<file path="config.mk">
export PLATFORM = sky130hd
export DESIGN_NAME = heatmap_colormap_interpolator
export DESIGN_NICKNAME = d
export VERILOG_FILES = /design/src/rtl/core/hci_pkg.sv /design/src/rtl/core/hci_locate.sv /design/src/rtl/core/hci_blend.sv /design/src/rtl/core/heatmap_colormap_interpolator.sv
export SDC_FILE = /design/constraint.sdc
export NUM_CORES = 1
export LEC_CHECK = 0
export BUFFER_PORTS_ARGS = -buffer_cell sky130_fd_sc_hd__buf_2
export CAP_MARGIN = 20
export CORE_ASPECT_RATIO = 1.4
export CORE_MARGIN = 8
export CORE_UTILIZATION = 60
export CTS_BUF_LIST = sky130_fd_sc_hd__clkbuf_2
export DETAILED_ROUTE_END_ITERATION = 12
export PLACE_DENSITY = 0.83
export SYNTH_ARGS = -nofsm -noshare
export SYNTH_HDL_FRONTEND = slang
export SYNTH_SLANG_ARGS = --single-unit
</file>
<file path="constraint.sdc">
create_clock -name clk -period 13.6 [get_ports clk]
set_input_delay 1.36 -clock clk [delete_from_list [all_inputs] [get_ports clk]]
set_output_delay 1.36 -clock clk [all_outputs]
set_load 0.02 [all_outputs]
</file>
<file path="src/rtl/core/hci_pkg.sv">
`timescale 1ns / 1ps
// ----------------------------------------------------------------------------
// hci_pkg
// Shared types, constants and palette tables for the heat-map colormap block.
// ----------------------------------------------------------------------------
package hci_pkg;

    localparam int CHANNEL_BITS          = 8;
    localparam int LEVEL_WIDTH           = 18;
    localparam int FRACTION_BITS_DEFAULT = 16;
    localparam int STOP_INDEX_BITS       = 4;

    typedef logic [CHANNEL_BITS-1:0]    channel_t;
    typedef logic [STOP_INDEX_BITS-1:0] stop_index_t;

    typedef struct packed {
        channel_t red;
        channel_t green;
        channel_t blue;
    } color_t;

    typedef struct packed {
        color_t lower;
        color_t upper;
    } stop_pair_t;

    typedef enum logic {
        PAL_BLUE_WHITE_RED = 1'b0,
        PAL_VIRIDIS        = 1'b1
    } palette_t;

    localparam stop_index_t BWR_LAST     = 4'd2;
    localparam stop_index_t VIRIDIS_LAST = 4'd8;

    function automatic color_t stop_color(palette_t pal, stop_index_t idx);
        color_t c;
        c = '{red: 8'd0, green: 8'd0, blue: 8'd0};
        if (pal == PAL_BLUE_WHITE_RED)
        begin
            case (idx)
                4'd0:    c = '{red: 8'd0,   green: 8'd0,   blue: 8'd255};
                4'd1:    c = '{red: 8'd255, green: 8'd255, blue: 8'd255};
                4'd2:    c = '{red: 8'd255, green: 8'd0,   blue: 8'd0};
                default: c = '{red: 8'd0,   green: 8'd0,   blue: 8'd0};
            endcase
        end
        else
        begin
            case (idx)
                4'd0:    c = '{red: 8'd69,  green: 8'd4,   blue: 8'd87};
                4'd1:    c = '{red: 8'd71,  green: 8'd42,  blue: 8'd122};
                4'd2:    c = '{red: 8'd60,  green: 8'd80,  blue: 8'd139};
                4'd3:    c = '{red: 8'd46,  green: 8'd111, blue: 8'd142};
                4'd4:    c = '{red: 8'd34,  green: 8'd140, blue: 8'd141};
                4'd5:    c = '{red: 8'd35,  green: 8'd169, blue: 8'd131};
                4'd6:    c = '{red: 8'd78,  green: 8'd195, blue: 8'd107};
                4'd7:    c = '{red: 8'd149, green: 8'd216, blue: 8'd64};
                4'd8:    c = '{red: 8'd248, green: 8'd230, blue: 8'd33};
                default: c = '{red: 8'd0,   green: 8'd0,   blue: 8'd0};
            endcase
        end
        return c;
    endfunction

endpackage

</file>
<file path="src/rtl/core/hci_locate.sv">
`timescale 1ns / 1ps
// ----------------------------------------------------------------------------
// hci_locate
// Clamps the level, scales it by the segment count and picks the two stops
// and the blend fraction.
// ----------------------------------------------------------------------------
module hci_locate #(
    parameter int FRACTION_BITS = hci_pkg::FRACTION_BITS_DEFAULT
) (
    input  logic signed [hci_pkg::LEVEL_WIDTH-1:0] level,
    input  hci_pkg::palette_t                      palette,
    output hci_pkg::stop_pair_t                    stops,
    output logic [FRACTION_BITS-1:0]               frac
);
    import hci_pkg::*;

    localparam int MAG_BITS = LEVEL_WIDTH - 1;
    localparam int CMP_BITS = (FRACTION_BITS + 1 > MAG_BITS) ? FRACTION_BITS + 1 : MAG_BITS;
    localparam int SCL_BITS = (FRACTION_BITS + 3 > MAG_BITS + 3) ? FRACTION_BITS + 3
                                                                 : MAG_BITS + 3;

    logic                 not_positive;
    logic                 at_or_above_one;
    logic [CMP_BITS-1:0]  level_cmp;
    logic [SCL_BITS-1:0]  level_wide;
    logic [SCL_BITS-1:0]  scaled;
    logic [SCL_BITS-1:0]  scaled_int;
    stop_index_t          last_idx;
    stop_index_t          lower_idx;
    stop_index_t          upper_idx;

    always_comb
    begin
        not_positive    = level[LEVEL_WIDTH-1] || (level == '0);
        level_cmp       = CMP_BITS'(level[MAG_BITS-1:0]);
        at_or_above_one = level_cmp >= (CMP_BITS'(1) << FRACTION_BITS);
        level_wide      = SCL_BITS'(level[MAG_BITS-1:0]);
        last_idx        = (palette == PAL_VIRIDIS) ? VIRIDIS_LAST : BWR_LAST;
        scaled          = (palette == PAL_VIRIDIS) ? (level_wide << 3) : (level_wide << 1);
        scaled_int      = scaled >> FRACTION_BITS;

        if (not_positive)
        begin
            lower_idx = '0;
            upper_idx = '0;
            frac      = '0;
        end
        else if (at_or_above_one)
        begin
            lower_idx = last_idx;
            upper_idx = last_idx;
            frac      = '0;
        end
        else
        begin
            lower_idx = {1'b0, scaled_int[2:0]};
            upper_idx = lower_idx + 4'd1;
            frac      = scaled[FRACTION_BITS-1:0];
        end

        stops.lower = stop_color(palette, lower_idx);
        stops.upper = stop_color(palette, upper_idx);
    end

endmodule

</file>
<file path="src/rtl/core/hci_blend.sv">
`timescale 1ns / 1ps
// ----------------------------------------------------------------------------
// hci_blend
// Linear blend of one color channel between two stops, rounded to nearest.
// ----------------------------------------------------------------------------
module hci_blend #(
    parameter int FRACTION_BITS = hci_pkg::FRACTION_BITS_DEFAULT
) (
    input  hci_pkg::channel_t        lower,
    input  hci_pkg::channel_t        upper,
    input  logic [FRACTION_BITS-1:0] frac,
    output hci_pkg::channel_t        result
);
    import hci_pkg::*;

    localparam int PRD_BITS = FRACTION_BITS + CHANNEL_BITS + 2;

    logic signed [CHANNEL_BITS:0] diff;
    logic signed [PRD_BITS-1:0]   product;
    logic signed [PRD_BITS-1:0]   total;

    always_comb
    begin
        diff    = $signed({1'b0, upper}) - $signed({1'b0, lower});
        product = PRD_BITS'(diff) * PRD_BITS'($signed({1'b0, frac}));
        total   = product
                + $signed(PRD_BITS'({1'b0, lower}) << FRACTION_BITS)
                + $signed(PRD_BITS'(1) << (FRACTION_BITS - 1));
        result  = total[FRACTION_BITS +: CHANNEL_BITS];
    end

endmodule

</file>
<file path="src/rtl/core/heatmap_colormap_interpolator.sv">
`timescale 1ns / 1ps
// ----------------------------------------------------------------------------
// heatmap_colormap_interpolator
// Maps a signed fixed-point level to an RGB pseudo-color by piecewise linear
// interpolation between the stops of a selectable palette.
// ----------------------------------------------------------------------------
// A request is taken at a rising edge where start is high and busy is low.
// Busy stays low, so one request can be taken on every clock cycle.
// The request is held in an input register, and the color is computed by
// combinational logic into the result register in the next cycle.
// The result appears on red, green and blue with done high for one cycle,
// starting at the edge after the accepting edge, as the valid register
// feeds the done register.
// Throughput is one request per cycle, as only combinational logic lies
// between the input and result registers.
// The receiver cannot stall: done marks each result for a single cycle.
// The user must write the palette register through cfg_we and cfg_wdata
// while no request is in flight; the block itself does not enforce this.
// Reset clears the palette selection to the blue-white-red palette and
// drops any request in flight.
// ----------------------------------------------------------------------------
module heatmap_colormap_interpolator #(
    parameter int FRACTION_BITS = hci_pkg::FRACTION_BITS_DEFAULT
) (
    input  logic                                   clk,
    input  logic                                   rst_n,
    input  logic                                   cfg_we,
    input  logic                                   cfg_wdata,
    input  logic                                   start,
    output logic                                   busy,
    input  logic signed [hci_pkg::LEVEL_WIDTH-1:0] level,
    output logic                                   done,
    output hci_pkg::channel_t                      red,
    output hci_pkg::channel_t                      green,
    output hci_pkg::channel_t                      blue
);
    import hci_pkg::*;

    palette_t                       palette_reg;
    logic                           valid_reg;
    logic signed [LEVEL_WIDTH-1:0]  level_reg;
    palette_t                       req_palette_reg;
    logic                           done_reg;
    color_t                         color_reg;
    color_t                         color_next;
    stop_pair_t                     stops;
    logic [FRACTION_BITS-1:0]       frac;

    assign busy = 1'b0;

    always_ff @(posedge clk or negedge rst_n)
    begin
        if (!rst_n)
        begin
            palette_reg <= PAL_BLUE_WHITE_RED;
            valid_reg   <= 1'b0;
            done_reg    <= 1'b0;
        end
        else
        begin
            if (cfg_we)
            begin
                palette_reg <= palette_t'(cfg_wdata);
            end
            valid_reg <= start && !busy;
            done_reg  <= valid_reg;
        end
    end

    always_ff @(posedge clk)
    begin
        if (start && !busy)
        begin
            level_reg       <= level;
            req_palette_reg <= palette_reg;
        end
        if (valid_reg)
        begin
            color_reg <= color_next;
        end
    end

    hci_locate #(
        .FRACTION_BITS (FRACTION_BITS)
    ) u_locate (
        .level   (level_reg),
        .palette (req_palette_reg),
        .stops   (stops),
        .frac    (frac)
    );

    hci_blend #(
        .FRACTION_BITS (FRACTION_BITS)
    ) u_blend_red (
        .lower  (stops.lower.red),
        .upper  (stops.upper.red),
        .frac   (frac),
        .result (color_next.red)
    );

    hci_blend #(
        .FRACTION_BITS (FRACTION_BITS)
    ) u_blend_green (
        .lower  (stops.lower.green),
        .upper  (stops.upper.green),
        .frac   (frac),
        .result (color_next.green)
    );

    hci_blend #(
        .FRACTION_BITS (FRACTION_BITS)
    ) u_blend_blue (
        .lower  (stops.lower.blue),
        .upper  (stops.upper.blue),
        .frac   (frac),
        .result (color_next.blue)
    );

    assign done  = done_reg;
    assign red   = color_reg.red;
    assign green = color_reg.green;
    assign blue  = color_reg.blue;

    // Every accepted request yields a result on done, via the valid and done registers.
    assert property (@(posedge clk) disable iff (!rst_n)
        (start && !busy) |=> ##1 done)
        else $error("accepted request produced no result");

    assert property (@(posedge clk) disable iff (!rst_n)
        !valid_reg |=> !done)
        else $error("result strobe without a request");

    // A level at or below zero must give the first stop exactly.
    assert property (@(posedge clk) disable iff (!rst_n)
        (valid_reg && (level_reg[LEVEL_WIDTH-1] || level_reg == '0))
        |=> (color_reg == stop_color($past(req_palette_reg), '0)))
        else $error("non-positive level did not map to the first stop");

    // A zero fraction must return the lower stop unchanged.
    assert property (@(posedge clk) disable iff (!rst_n)
        (valid_reg && frac == '0) |=> (color_reg == $past(stops.lower)))
        else $error("zero fraction did not return the lower stop");

endmodule
</file>
==> impl_metrics.csv <==
group,metric,value,unit
logic_synthesis,synth_mux_area_share,1.03,%
clocking,clockBufferDepth,2,
logic_synthesis,yosys.area.top_type,"fa_1",
floorplanning,fp.dieArea,32300,um2
routing,num_vias,13225,
routing,final_antenna_net_count,0,
global_routing,grt_pass1_wl,75000,um
global_routing,antenna_found_initial,2,
logic_synthesis,synth_flop_cell,"edfxtp_1",
critical_path,cp.arrival,11.54,ns
logic_synthesis,synth-compound-area-share,7.83,%
floorplanning,fp.dieH,210,um
global_routing,grt_busiest_layer,"met2",
timing,fin_crit,11.23,ns
clocking,cts_resized,0,
logic_synthesis,syn_nets,2356,
cells_and_area,layout-drive-gt1-share,6.20,%
logic_synthesis,synth_xor_area_share,3.20,%
critical_path,path_class,"reg2reg",
timing,finalSetupViolCount,0,
cells_and_area,area_growth,4.31,%
timing,fin_skew,0.0891,ns
floorplanning,start_util,60.4,%
placement,dp_hpwl,38500,um
logic_synthesis,ys_ff_latch,46,
logic_synthesis,synth_top_family_by_area,"adder cells",
timing,relSlewSlack,18.4,%
logic_synthesis,ys.warnings.count,0,
global_routing,use_met1,33.8,%
routing,first_pass_iters,6,
critical_path,startpoint,"req_palette_reg",
critical_path,required,13.92,ns
clocking,cts_hold_buffers,0,
timing,rsz0062_at_grt,"no",
critical_path,slowest_delay,0.74,ns
clocking,numClockSinks,46,
placement,portBuffers,47,
logic_synthesis,synth_commonest_cells,"inv_1, fa_1, nor2_1, ha_1, nand2_1",
clocking,cts_tree,"yes",
critical_path,endpoint_kind,"register",
cells_and_area,nets,2373,
floorplanning,die_x,154,um
routing,drt-total-wl,46500,um
cells_and_area,largest_reg_flops,18,
clocking,clk_pin_slew_worst_paths,0.27,ns
worst_hold_path,min_from,"palette_reg",
global_routing,grt_pass1_vias,14223,
routing,drt-initial-drc-count,1000,
clocking,root_buffer,"clkbuf_2",
critical_path,crit_fanout,63,
timing,fmax,89.1,MHz
worst_hold_path,hold_path_depth,0,
routing,avgRoutedWirePerCell,21.1,um
timing,final-hold-violation-count,0,
logic_synthesis,synth_cells,1854,
timing,maxSlewViolCount,0,
timing,finalCritPeriodShare,82.5,%
timing,tightest_slew,1.19,ns
global_routing,grt-ovfl-total,0,
logic_synthesis,avgSynthCellArea,8.66,um2
critical_path,crit_slowest_cell,"nor3_1",
logic_synthesis,netlist.area_leader.share,37.4,%
logic_synthesis,yosys.area_share.adder,51.4,%
logic_synthesis,synth_area_leaders,"fa_1, ha_1, inv_1",
critical_path,r2r_cells,35,
floorplanning,num_io_pins,49,
global_routing,grtUsageMet2,51.5,%
logic_synthesis,synth_edf_count,43,
logic_synthesis,synth_async_sr_flop_share,6.52,%
logic_synthesis,yosysMostFrequentCell,"inv_1",
floorplanning,rows,71,
clocking,htreeDepth,2,
timing,tns,0,ns
job,maxCapViolCount,0,
global_routing,grt_use_total,29.9,%
clocking,numCtsBuffers,5,
routing,vias_per_cell,6.01,
placement,place.gp.congestion,0.967,
logic_synthesis,syn-cell-area,16100,um2
logic_synthesis,yosys.area_share.simple,17.6,%
logic_synthesis,synth_cell_type_count,65,
worst_hold_path,hold_path.class,"reg2reg",
logic_synthesis,yosysSeqAreaShare,8.51,%
global_routing,grt_max_degree,83,
outcome,status,"completed",
critical_path,start_kind,"register",
clocking,clk_latency,0.60,ns
critical_path,r2r_start,"req_palette_reg",
clocking,post-cts-setup-buffers,0,
routing,route.detailed.drc,0,
global_routing,grt_use_met3,4.20,%
floorplanning,core_area,26600,um2
-- metal layers --
| metal | share of wire, % | vias up | wire (um) |
|---|---|---|---|
| met5 | 0.039 | - | 18 |
| met4 | 7.9 | 2 | 3670 |
| met3 | 7.6 | 235 | 3540 |
| met2 | 49 | 654 | 22900 |
| met1 | 35 | 6479 | 16300 |
| li1 | - | 5855 | - |
-- cells by family after synthesis --
kind of cell	count (synthesis)
AND/OR/NAND/NOR	618
adder cells (fa/ha/maj)	479
buffers and inverters	441
AO/OA/AOI/OAI	196
XOR/XNOR	57
flip-flops	46
multiplexers	16
other	1
-- per-stage QoR --
step	instance area [um2]	std cells	worst slack, ns	hold slack, ns	utilization (%)
2_1_floorplan	16100	1854	4.41	0.421	-
3_3_place_gp	16700	2189	2.93	0.434	62.7
3_5_place_dp	16700	2191	2.59	0.434	62.8
4_1_cts	16700	2199	2.61	0.496	63.0
5_1_grt	16700	2201	1.56	0.511	63.0
6_report	16700	2201	2.37	0.498	63.0
-- layout make-up --
cell class	count	area (um2)
Timing Repair Buffer	79	483
Antenna cell	1	2.50
Inverter	372	1400
Clock buffer	5	25.0
Fill cell	2256	9820
Multi-Input combinational cell	1367	13000
Sequential cell	46	1370
Tap cell	328	410
Clock inverter	3	27.5
-- worst max-delay path, delay by kind of cell, from the launching register on --
kind / cells / cell delay [ns]
AO/OA/AOI/OAI: 12 / 3.69
adder cells (fa/ha/maj): 9 / 3.37
AND/OR/NAND/NOR: 8 / 1.99
buffers and inverters: 6 / 1.53
flip-flops: 1 / 0.38
-- worst paths after layout --
| path | slack [ns] | to |
|---|---|---|
| min in group asynchronous | 0.57 | done |
| min reg2reg | 0.50 | req_palette_reg |
| max in group asynchronous | 12.93 | palette_reg |
| max | 2.37 | blue[5] |
| max reg2reg | 2.37 | blue[5] |
| min | 0.50 | req_palette_reg |
-- layout by cell type, fill, tap and decap left out, drive strengths merged, types with 7 or more instances in the layout --
cell type / synthesis / routed
a21o: 22 / 22
a211oi: 7 / 7
fa: 300 / 300
a21oi: 61 / 61
inv: 371 / 373
nand2b: 25 / 25
nand3: 26 / 26
nor2: 237 / 237
buf: 6 / 79
or3: 77 / 77
nor3: 37 / 37
edfxtp: 43 / 43
nor2b: 10 / 10
o21ai: 46 / 46
or2: 13 / 13
and3: 7 / 7
ha: 179 / 179
xnor2: 37 / 37
mux2i: 12 / 12
a31oi: 12 / 12
o21a: 10 / 10
xor2: 19 / 19
nand2: 159 / 159
Power is not shown: default switching activity piles up to over one toggle a cycle in this logic, so the estimate is an artifact.
